<file path="config.mk">
export PLATFORM = sky130hd
export DESIGN_NAME = pairwise_sequence_alignment_top
export DESIGN_NICKNAME = d
export VERILOG_FILES = /design/src/hw/rtl/psa_pkg.sv /design/src/hw/rtl/psa_ctrl.sv /design/src/hw/rtl/psa_dp.sv /design/src/hw/rtl/pairwise_sequence_alignment_top.sv
export SDC_FILE = /design/constraint.sdc
export NUM_CORES = 2
export LEC_CHECK = 0
export BUFFER_PORTS_ARGS = -buffer_cell sky130_fd_sc_hd__clkbuf_2
export CORE_UTILIZATION = 55
export CTS_BUF_LIST = sky130_fd_sc_hd__clkbuf_2 sky130_fd_sc_hd__clkbuf_4 sky130_fd_sc_hd__clkbuf_8
export CTS_CLUSTER_SIZE = 12
export DETAILED_ROUTE_END_ITERATION = 12
export PLACE_DENSITY = 0.71
export SYNTH_ARGS = -nofsm -noshare
export SYNTH_HDL_FRONTEND = slang
export SYNTH_HIERARCHICAL = 1
export SYNTH_MEMORY_MAX_BITS = 65536
export SYNTH_SLANG_ARGS = --single-unit
</file>
<file path="constraint.sdc">
create_clock -name clk_i -period 105.7 [get_ports clk_i]
set_input_delay 31.71 -clock clk_i [delete_from_list [all_inputs] [get_ports clk_i]]
set_output_delay 31.71 -clock clk_i [all_outputs]
set_load 0.01 [all_outputs]
</file>
<file path="src/hw/rtl/psa_pkg.sv">
// ----------------------------------------------------------------------------
// psa_pkg
// Shared types and constants for the pairwise sequence alignment block.
// ----------------------------------------------------------------------------
package psa_pkg;

  localparam int unsigned MaxLenDefault = 32;

  // input item codes
  localparam logic [1:0] MODE_LOAD_V = 2'd0;
  localparam logic [1:0] MODE_LOAD_H = 2'd1;
  localparam logic [1:0] MODE_START  = 2'd2;
  localparam logic [1:0] MODE_UNUSED = 2'd3;

  // configuration register indexes
  localparam logic [1:0] CFG_MATCH    = 2'd0;
  localparam logic [1:0] CFG_MISMATCH = 2'd1;
  localparam logic [1:0] CFG_GAP      = 2'd2;
  localparam logic [1:0] CFG_LOCAL    = 2'd3;

  // traceback step codes
  localparam logic [1:0] PTR_STOP = 2'd0;
  localparam logic [1:0] PTR_DIAG = 2'd1;
  localparam logic [1:0] PTR_LEFT = 2'd2;
  localparam logic [1:0] PTR_UP   = 2'd3;

  localparam logic [7:0] GAP_CHAR = 8'd45;
  localparam int unsigned ScoreOutW = 14;

  typedef enum logic [2:0] {
    ST_IDLE,
    ST_FILL,
    ST_DRAIN,
    ST_TINIT,
    ST_TRD,
    ST_TEV,
    ST_EINIT,
    ST_EMIT
  } state_e;

  typedef struct packed {
    logic load_v;
    logic load_h;
    logic fill_init;
    logic fill_issue;
    logic trace_init;
    logic trace_rd;
    logic trace_ev;
    logic emit_init;
    logic emit_issue;
  } cmd_t;

  typedef struct packed {
    logic fill_last;
    logic trace_origin;
    logic trace_stop;
    logic emit_last;
  } sts_t;

  typedef struct packed {
    logic [7:0] vch;
    logic [7:0] hch;
    logic       same;
  } col_t;

endpackage

</file>
<file path="src/hw/rtl/psa_ctrl.sv">
// ----------------------------------------------------------------------------
// psa_ctrl
// Sequencer for load, matrix fill, traceback and column emission.
// ----------------------------------------------------------------------------
module psa_ctrl import psa_pkg::*; (
  input  logic       clk_i,
  input  logic       rst_ni,
  input  logic       start_i,
  input  logic [1:0] mode_i,
  input  sts_t       sts_i,
  output cmd_t       cmd_o,
  output logic       busy_o
);

  state_e state_q, state_d;

  always_ff @(posedge clk_i or negedge rst_ni) begin
    if (!rst_ni) begin
      state_q <= ST_IDLE;
    end else begin
      state_q <= state_d;
    end
  end

  always_comb begin
    state_d = state_q;
    unique case (state_q)
      ST_IDLE: begin
        if (start_i && mode_i == MODE_START) state_d = ST_FILL;
      end
      ST_FILL: begin
        if (sts_i.fill_last) state_d = ST_DRAIN;
      end
      ST_DRAIN: state_d = ST_TINIT;
      ST_TINIT: state_d = ST_TRD;
      ST_TRD: begin
        state_d = sts_i.trace_origin ? ST_EINIT : ST_TEV;
      end
      ST_TEV: begin
        state_d = sts_i.trace_stop ? ST_EINIT : ST_TRD;
      end
      ST_EINIT: state_d = ST_EMIT;
      ST_EMIT: begin
        if (sts_i.emit_last) state_d = ST_IDLE;
      end
      default: state_d = ST_IDLE;
    endcase
  end

  always_comb begin
    cmd_o = '0;
    busy_o = 1'b1;
    unique case (state_q)
      ST_IDLE: begin
        busy_o = 1'b0;
        cmd_o.load_v = start_i && mode_i == MODE_LOAD_V;
        cmd_o.load_h = start_i && mode_i == MODE_LOAD_H;
        cmd_o.fill_init = start_i && mode_i == MODE_START;
      end
      ST_FILL:  cmd_o.fill_issue = 1'b1;
      ST_DRAIN: ;
      ST_TINIT: cmd_o.trace_init = 1'b1;
      ST_TRD:   cmd_o.trace_rd = !sts_i.trace_origin;
      ST_TEV:   cmd_o.trace_ev = 1'b1;
      ST_EINIT: cmd_o.emit_init = 1'b1;
      ST_EMIT:  cmd_o.emit_issue = 1'b1;
      default: ;
    endcase
  end

endmodule

</file>
<file path="src/hw/rtl/psa_dp.sv">
// ----------------------------------------------------------------------------
// psa_dp
// Sequence stores, score row, pointer matrix, column buffer and cell unit.
// ----------------------------------------------------------------------------
module psa_dp import psa_pkg::*; #(
  parameter int unsigned MAX_LEN = MaxLenDefault
) (
  input  logic                        clk_i,
  input  logic                        rst_ni,
  input  cmd_t                        cmd_i,
  output sts_t                        sts_o,
  input  logic [7:0]                  symbol_i,
  input  logic                        cfg_valid_i,
  input  logic [1:0]                  cfg_index_i,
  input  logic [7:0]                  cfg_data_i,
  output logic                        result_strobe_o,
  output logic [7:0]                  vertical_char_o,
  output logic [7:0]                  horizontal_char_o,
  output logic                        is_match_o,
  output logic                        column_valid_o,
  output logic signed [ScoreOutW-1:0] total_score_o,
  output logic                        last_column_o
);

  localparam int unsigned LW  = $clog2(MAX_LEN + 1);
  localparam int unsigned AW  = (MAX_LEN > 1) ? $clog2(MAX_LEN) : 1;
  localparam int unsigned PD  = (MAX_LEN + 1) * (MAX_LEN + 1);
  localparam int unsigned PAW = $clog2(PD);
  localparam int unsigned CD  = 2 * MAX_LEN;
  localparam int unsigned CAW = $clog2(CD);
  localparam int unsigned NW  = $clog2(CD + 1);
  localparam int unsigned SW  = $clog2(512 * MAX_LEN + 1) + 1;

  // configuration
  logic signed [7:0] match_q, mismatch_q, gap_q;
  logic              local_q;

  always_ff @(posedge clk_i or negedge rst_ni) begin
    if (!rst_ni) begin
      match_q    <= 8'sd1;
      mismatch_q <= -8'sd1;
      gap_q      <= -8'sd2;
      local_q    <= 1'b0;
    end else if (cfg_valid_i) begin
      case (cfg_index_i)
        CFG_MATCH:    match_q    <= cfg_data_i;
        CFG_MISMATCH: mismatch_q <= cfg_data_i;
        CFG_GAP:      gap_q      <= cfg_data_i;
        CFG_LOCAL:    local_q    <= cfg_data_i[0];
        default: ;
      endcase
    end
  end

  // memories
  logic [7:0]          vmem [MAX_LEN];
  logic [7:0]          hmem [MAX_LEN];
  logic signed [SW-1:0] rmem [MAX_LEN+1];
  logic [1:0]          pmem [PD];
  col_t                cmem [CD];

  logic [LW-1:0] vlen_q, hlen_q;
  logic [LW-1:0] fr_q, fc_q, tr_q, tc_q;
  logic [LW-1:0] s1_r_q, s1_c_q, best_r_q, best_c_q;
  logic          s1_valid_q, byp_q;
  logic signed [SW-1:0] byp_val_q, diag_q, left_q, best_q, last_q, rrd_q;
  logic [7:0]    vrd_q, hrd_q;
  logic [1:0]    prd_q;
  logic [NW-1:0] n_q, e_q;
  col_t          crd_q;
  logic          o_strobe_q, o_last_q, o_colv_q;
  logic signed [ScoreOutW-1:0] score_q;

  logic [LW-1:0] vaddr, haddr;
  logic          vrd_en, hrd_en;

  assign vaddr  = cmd_i.fill_issue ? fr_q - LW'(1) : tr_q - LW'(1);
  assign haddr  = cmd_i.fill_issue ? fc_q - LW'(1) : tc_q - LW'(1);
  assign vrd_en = (cmd_i.fill_issue && fc_q == '0) || cmd_i.trace_rd;
  assign hrd_en = cmd_i.fill_issue || cmd_i.trace_rd;

  always_ff @(posedge clk_i) begin
    if (cmd_i.load_v && vlen_q < LW'(MAX_LEN)) vmem[vlen_q[AW-1:0]] <= symbol_i;
    if (cmd_i.load_h && hlen_q < LW'(MAX_LEN)) hmem[hlen_q[AW-1:0]] <= symbol_i;
    if (vrd_en) vrd_q <= vmem[vaddr[AW-1:0]];
    if (hrd_en) hrd_q <= hmem[haddr[AW-1:0]];
  end

  always_ff @(posedge clk_i or negedge rst_ni) begin
    if (!rst_ni) begin
      vlen_q <= '0;
      hlen_q <= '0;
    end else if (cmd_i.emit_init) begin
      vlen_q <= '0;
      hlen_q <= '0;
    end else begin
      if (cmd_i.load_v && vlen_q < LW'(MAX_LEN)) vlen_q <= vlen_q + LW'(1);
      if (cmd_i.load_h && hlen_q < LW'(MAX_LEN)) hlen_q <= hlen_q + LW'(1);
    end
  end

  // cell unit
  logic signed [SW-1:0] up, ds, us, ls, mx, cur;
  logic [1:0]           ptr;
  logic                 eq;

  always_comb begin
    up  = byp_q ? byp_val_q : rrd_q;
    eq  = vrd_q == hrd_q;
    ds  = diag_q + (eq ? SW'(match_q) : SW'(mismatch_q));
    us  = up + SW'(gap_q);
    ls  = left_q + SW'(gap_q);
    mx  = ds;
    if (us > mx) mx = us;
    if (ls > mx) mx = ls;
    if (s1_r_q == '0 || s1_c_q == '0) begin
      if (local_q || (s1_r_q == '0 && s1_c_q == '0)) begin
        cur = '0;
        ptr = PTR_STOP;
      end else if (s1_r_q == '0) begin
        cur = ls;
        ptr = PTR_LEFT;
      end else begin
        cur = us;
        ptr = PTR_UP;
      end
    end else begin
      cur = (local_q && mx < 0) ? '0 : mx;
      if (local_q && cur == '0) ptr = PTR_STOP;
      else if (ds == cur)       ptr = PTR_DIAG;
      else if (us == cur)       ptr = PTR_UP;
      else                      ptr = PTR_LEFT;
    end
  end

  logic [PAW-1:0] s1_paddr, tr_paddr;
  assign s1_paddr = PAW'(s1_r_q) * PAW'(MAX_LEN + 1) + PAW'(s1_c_q);
  assign tr_paddr = PAW'(tr_q) * PAW'(MAX_LEN + 1) + PAW'(tc_q);

  always_ff @(posedge clk_i) begin
    if (cmd_i.fill_issue) rrd_q <= rmem[fc_q];
    if (s1_valid_q) begin
      rmem[s1_c_q]   <= cur;
      pmem[s1_paddr] <= ptr;
      left_q         <= cur;
      diag_q         <= up;
      last_q         <= cur;
    end
    byp_q     <= s1_valid_q && s1_c_q == fc_q;
    byp_val_q <= cur;
    if (cmd_i.trace_rd) prd_q <= pmem[tr_paddr];
  end

  always_ff @(posedge clk_i or negedge rst_ni) begin
    if (!rst_ni) begin
      s1_valid_q <= 1'b0;
    end else begin
      s1_valid_q <= cmd_i.fill_issue;
    end
  end

  // fill sequencing and best cell
  always_ff @(posedge clk_i) begin
    if (cmd_i.fill_init) begin
      fr_q     <= '0;
      fc_q     <= '0;
      best_q   <= '0;
      best_r_q <= '0;
      best_c_q <= '0;
    end else begin
      if (cmd_i.fill_issue) begin
        s1_r_q <= fr_q;
        s1_c_q <= fc_q;
        if (fc_q == hlen_q) begin
          fc_q <= '0;
          fr_q <= fr_q + LW'(1);
        end else begin
          fc_q <= fc_q + LW'(1);
        end
      end
      if (s1_valid_q && local_q && s1_r_q != '0 && s1_c_q != '0 && cur > best_q) begin
        best_q   <= cur;
        best_r_q <= s1_r_q;
        best_c_q <= s1_c_q;
      end
    end
  end

  // traceback
  col_t col;
  logic signed [31:0] sc32;

  always_comb begin
    col.vch  = vrd_q;
    col.hch  = hrd_q;
    col.same = eq;
    if (prd_q == PTR_LEFT) begin
      col.vch  = GAP_CHAR;
      col.same = 1'b0;
    end else if (prd_q == PTR_UP) begin
      col.hch  = GAP_CHAR;
      col.same = 1'b0;
    end
    sc32 = local_q ? 32'(best_q) : 32'(last_q);
  end

  always_ff @(posedge clk_i) begin
    if (cmd_i.trace_init) begin
      tr_q <= local_q ? best_r_q : vlen_q;
      tc_q <= local_q ? best_c_q : hlen_q;
      n_q  <= '0;
      if (sc32 > 32'sd8191)       score_q <= 14'sd8191;
      else if (sc32 < -32'sd8192) score_q <= -14'sd8192;
      else                        score_q <= sc32[ScoreOutW-1:0];
    end else if (cmd_i.trace_ev && prd_q != PTR_STOP) begin
      cmem[n_q[CAW-1:0]] <= col;
      n_q <= n_q + NW'(1);
      if (prd_q != PTR_LEFT) tr_q <= tr_q - LW'(1);
      if (prd_q != PTR_UP)   tc_q <= tc_q - LW'(1);
    end
    if (cmd_i.emit_init) e_q <= n_q - NW'(1);
    if (cmd_i.emit_issue) begin
      crd_q    <= cmem[e_q[CAW-1:0]];
      e_q      <= e_q - NW'(1);
      o_last_q <= sts_o.emit_last;
      o_colv_q <= n_q != '0;
    end
  end

  always_ff @(posedge clk_i or negedge rst_ni) begin
    if (!rst_ni) begin
      o_strobe_q <= 1'b0;
    end else begin
      o_strobe_q <= cmd_i.emit_issue;
    end
  end

  assign sts_o.fill_last    = fr_q == vlen_q && fc_q == hlen_q;
  assign sts_o.trace_origin = tr_q == '0 && tc_q == '0;
  assign sts_o.trace_stop   = prd_q == PTR_STOP;
  assign sts_o.emit_last    = n_q == '0 || e_q == '0;

  assign result_strobe_o   = o_strobe_q;
  assign vertical_char_o   = o_colv_q ? crd_q.vch : 8'd0;
  assign horizontal_char_o = o_colv_q ? crd_q.hch : 8'd0;
  assign is_match_o        = o_colv_q && crd_q.same;
  assign column_valid_o    = o_colv_q;
  assign total_score_o     = score_q;
  assign last_column_o     = o_last_q;

endmodule

</file>
<file path="src/hw/rtl/pairwise_sequence_alignment_top.sv">
// ----------------------------------------------------------------------------
// pairwise_sequence_alignment_top
// Global or local pairwise alignment with linear gap cost.
// ----------------------------------------------------------------------------
// usage:
//   start with mode_i 0/1 appends symbol_i to the vertical/horizontal
//   sequence; busy stays low. Symbols past MAX_LEN are dropped.
//   start with mode_i 2 aligns the loaded sequences; busy is high until
//   the last column has been issued.
//   Configuration is written over cfg_valid_i/cfg_index_i/cfg_data_i while
//   idle; cfg_ready_o is always high.
//   phases for lengths V and H with N traced columns:
//     fill   all (V+1)*(H+1) cells, one cell per cycle through the score row
//     trace  a pointer read state and an evaluate state for each traced column
//     emit   one column per cycle in forward order, a single empty one if N = 0
//   Each column is shown for one cycle with result_strobe_o; the receiver
//   cannot stall. Reset clears the lengths and restores default scores.
// ----------------------------------------------------------------------------
module pairwise_sequence_alignment_top import psa_pkg::*; #(
  parameter int unsigned MAX_LEN = MaxLenDefault
) (
  input  logic                        clk_i,
  input  logic                        rst_ni,
  input  logic                        start,
  output logic                        busy,
  input  logic [1:0]                  mode_i,
  input  logic [7:0]                  symbol_i,
  input  logic                        cfg_valid_i,
  output logic                        cfg_ready_o,
  input  logic [1:0]                  cfg_index_i,
  input  logic [7:0]                  cfg_data_i,
  output logic                        result_strobe_o,
  output logic [7:0]                  vertical_char_o,
  output logic [7:0]                  horizontal_char_o,
  output logic                        is_match_o,
  output logic                        column_valid_o,
  output logic signed [ScoreOutW-1:0] total_score_o,
  output logic                        last_column_o
);

  cmd_t cmd;
  sts_t sts;

  assign cfg_ready_o = 1'b1;

  psa_ctrl u_ctrl (
    .clk_i  (clk_i),
    .rst_ni (rst_ni),
    .start_i(start),
    .mode_i (mode_i),
    .sts_i  (sts),
    .cmd_o  (cmd),
    .busy_o (busy)
  );

  psa_dp #(.MAX_LEN(MAX_LEN)) u_dp (
    .clk_i            (clk_i),
    .rst_ni           (rst_ni),
    .cmd_i            (cmd),
    .sts_o            (sts),
    .symbol_i         (symbol_i),
    .cfg_valid_i      (cfg_valid_i),
    .cfg_index_i      (cfg_index_i),
    .cfg_data_i       (cfg_data_i),
    .result_strobe_o  (result_strobe_o),
    .vertical_char_o  (vertical_char_o),
    .horizontal_char_o(horizontal_char_o),
    .is_match_o       (is_match_o),
    .column_valid_o   (column_valid_o),
    .total_score_o    (total_score_o),
    .last_column_o    (last_column_o)
  );

endmodule

</file>
==> results.md <==
- R2r worst-path depth: 36
- Hold slack: about 500 ps
- Ys Warns: 6
- Worst Setup SP: u_ctrl/state_q[2]
- Mean Syn Cell Area: ~19 um^2
- Clk Latency, worst-skew pair: around 1200 ps
- Clk sink count: 4,542
- Mapped Nets: 9,744
- Max Cap Viol: 0
- #FFs+latches synth: between 4,000 and 5,000
- Die Area: 339,000 um^2
- # fillers: ~23,000
- Cts hold-fix bufs: 0
- Async SR Flop Fraction: 0.925%
- Width of the chip: 582 um
- H-tree levels: 6
- Minimum clock period: roughly 34,000 ps
- Root buf cell: clkbuf_8
- Setup crit start kind: flip-flop
- Crit path max fanout: 10
- Residual DRC: 0
- Antenna violations before repair: 24
- Finished Cell Area: 205,000 um^2
- Total CTS buffers: 700
- Crit Path Class: flip-flop to output port
- Final antenna-violating net count: 0
- Wire per inst: a little under 30 um
- Final Hold Fails: 0
- Number of global-route vias before repair: 97,800
- Period utilisation layout: between 30 and 40%
- R2r startpoint: u_dp/vrd_q[5]
- Initial Util: a little under three fifths
- Cell Area, Synth: approximately 190,000 um^2
- Final net count: between 10,000 and 15,000
- CTS tree: done
- First-pass GRT wire length: between 600 and 700 mm
- Total wire length: between 400 and 500 mm
- Post-synth EDFFs: around 4,400
- Maximum clock rate: about 0.029 GHz
- Post-CTS sizing: 0
- Pin count of the biggest net entering global routing: 316
- Hold_sp: u_dp/best_q[11]
- GRT Total Usage: 26.3%
- Worst R2R Setup Slack: around 90,000 ps
- Max-slew violations: between 200 and 250
- Crit path DAT: 2260 ps
- Slew Limit Headroom: -7.60%
- HP Class: flip-flop to flip-flop
- Clock transition at path regs: ~60 ps
- Placer congestion estimate: about 0.9
- Die height: just under 600 um
- Post-CTS setup buffers: 0
- P&R area growth vs syn: 10.7%
- Row cnt: 212
- Skew final: around 74 ps
- FF-to-FF End: u_dp/pmem[586][0]
- Status: complete, but fails checks
- Core area: about 330,000 um^2
- CP endpoint kind: output port
- RSZ-0062 raised after global routing: false
- Register area share after synthesis: 73.1%
- Dpl cell area: ~190,000 um^2
- Share of layout cells above drive strength 1: 28.4%
- Worst path required time: ~74,000 ps
- DRT iter0 DRCs: 12,100
- GRT Residual Overflow: 0
- Failing checks: max-slew violations
- Setup TNS: 0 ps
- Unique masters post-synth: between 80 and 90
- Clk buf depth: 4
- Post-DP HPWL: about 250 mm
- Ys flop type: edfxtp_1
- IO buf count: 58
- Finish-stage setup viols: 0
- Vias per std cell: around 6.4
- Post-synthesis cell count: about 9,600
- Tightest Pin Transition: about 1600 ps
- WHS Path Cells: 2
- DR pass1 iterations: 6
- Worst Hold End: u_dp/best_q[11]
- Via count: 96,000
- I/O pin cnt: 60
[worst max path at each step]
stage                                   to  cells past startpoint
after global placement    u_dp/vmem[15][2]                      5
final                                 busy                      3
after detailed placement  u_dp/vmem[15][2]                      5
after global routing                  busy                      3
after CTS                             busy                      3
after floorplan            u_dp/pmem[0][1]                     33
[sequential cells by signal, indices dropped and copies added, names as in the netlist, 17 cells and up]
signal / cells
u_dp/pmem: 2178
u_dp/hmem: 256
u_dp/cmem: 1088
u_dp/vmem: 256
u_dp/crd_q: 17
u_dp/rmem: 528
[per-layer routing]
metal	wire length, um	vias to the layer above	GRT usage [%]
met5	81	-	0
met4	14000	12	8.57
met3	43400	828	4.91
met2	217000	5139	42.0
met1	171000	50400	37.2
li1	-	39600	-
[cell type report]
cell class | count | area [um^2] | area share, %
Sequential cell | 4542 | 136000 | 66.1
Multi-Input combinational cell | 4328 | 47600 | 23.2
Clock buffer | 939 | 11500 | 5.61
Tap cell | 4494 | 5620 | 2.74
Timing Repair Buffer | 323 | 2420 | 1.18
Clock inverter | 313 | 2060 | 1.01
Inverter | 86 | 323 | 0.157
Antenna cell | 12 | 30.0 | 0.0146
[layout by cell type, fill, tap and decap left out, types with 20 or more instances in the layout]
cell type,instances
clkinv_2,71
a21oi_1,99
nand3_1,36
mux4_2,1332
xnor2_1,55
buf_4,263
ha_1,143
nand2_4,32
and3_1,20
a31oi_1,26
inv_1,83
o21ai_0,97
nor2_2,30
edfxtp_1,4436
dfrtp_1,24
xor2_1,60
nor2_1,1391
and2_1,42
a21o_1,31
nand4_1,28
nor2b_1,25
a211oi_1,60
dfxtp_1,60
clkbuf_4,225
clkinv_1,170
mux2i_1,132
nand2_1,222
mux2_2,87
o211ai_1,30
nor3_1,41
clkbuf_2,50
clkbuf_8,714
[critical path: stages (launching register included)]
cell and delay, ps:
dfrtp_1 550, nor3_2 300, inv_2 100, clkbuf_2 160
[Yosys cell counts, drive strengths merged (9+ instances only)]
| master | n | area, um^2 |
|---|---|---|
| nor3 | 45 | 230 |
| nor4 | 19 | 119 |
| a21o | 32 | 241 |
| ha | 145 | 1810 |
| a211oi | 60 | 450 |
| and3 | 20 | 125 |
| xor2 | 63 | 552 |
| mux2 | 87 | 980 |
| a21oi | 99 | 495 |
| nand3b | 15 | 113 |
| buf | 166 | 853 |
| o21ai | 106 | 531 |
| mux2i | 138 | 1380 |
| nand2 | 255 | 957 |
| mux4 | 1332 | 30000 |
| or3 | 14 | 87.6 |
| inv | 85 | 319 |
| nand4 | 28 | 175 |
| and2 | 55 | 344 |
| a311oi | 9 | 78.8 |
| a31oi | 26 | 163 |
| nor2b | 26 | 163 |
| or2 | 9 | 56.3 |
| nand2b | 25 | 156 |
| nand3 | 36 | 180 |
| o21a | 17 | 128 |
| dfstp | 16 | 420 |
| dfrtp | 26 | 651 |
| clkbuf | 448 | 1680 |
| nor2 | 1425 | 5350 |
| xnor2 | 56 | 490 |
| edfxtp | 4436 | 133000 |
| o22ai | 26 | 163 |
| a22oi | 19 | 143 |
| dfxtp | 64 | 1280 |
| o211ai | 30 | 225 |
[cell families after synthesis]
logic type | count (synthesis) | synth area share (%)
flip-flops | 4542 | 73.1
AND/OR/NAND/NOR | 2004 | 4.50
multiplexers | 1557 | 17.5
AO/OA/AOI/OAI | 497 | 1.76
buffers and inverters | 700 | 1.54
XOR/XNOR | 119 | 0.562
adder cells (fa/ha/maj) | 150 | 1.03
other | 1 | 0.00202
[per-stage QoR]
| stage | cells | utilization [%] | worst slack [ps] |
|---|---|---|---|
| 3_5_place_dp | 13800 | 57.3 | 71280 |
| 5_1_grt | 15000 | 61.3 | 71590 |
| 2_1_floorplan | 9570 | - | 47270 |
| 4_1_cts | 15000 | 61.3 | 71620 |
| 6_report | 15000 | 61.3 | 71730 |
| 3_3_place_gp | 13800 | 57.3 | 71340 |
Power is not shown: default switching activity piles up to over one toggle a cycle in this logic, so the estimate is an artifact.
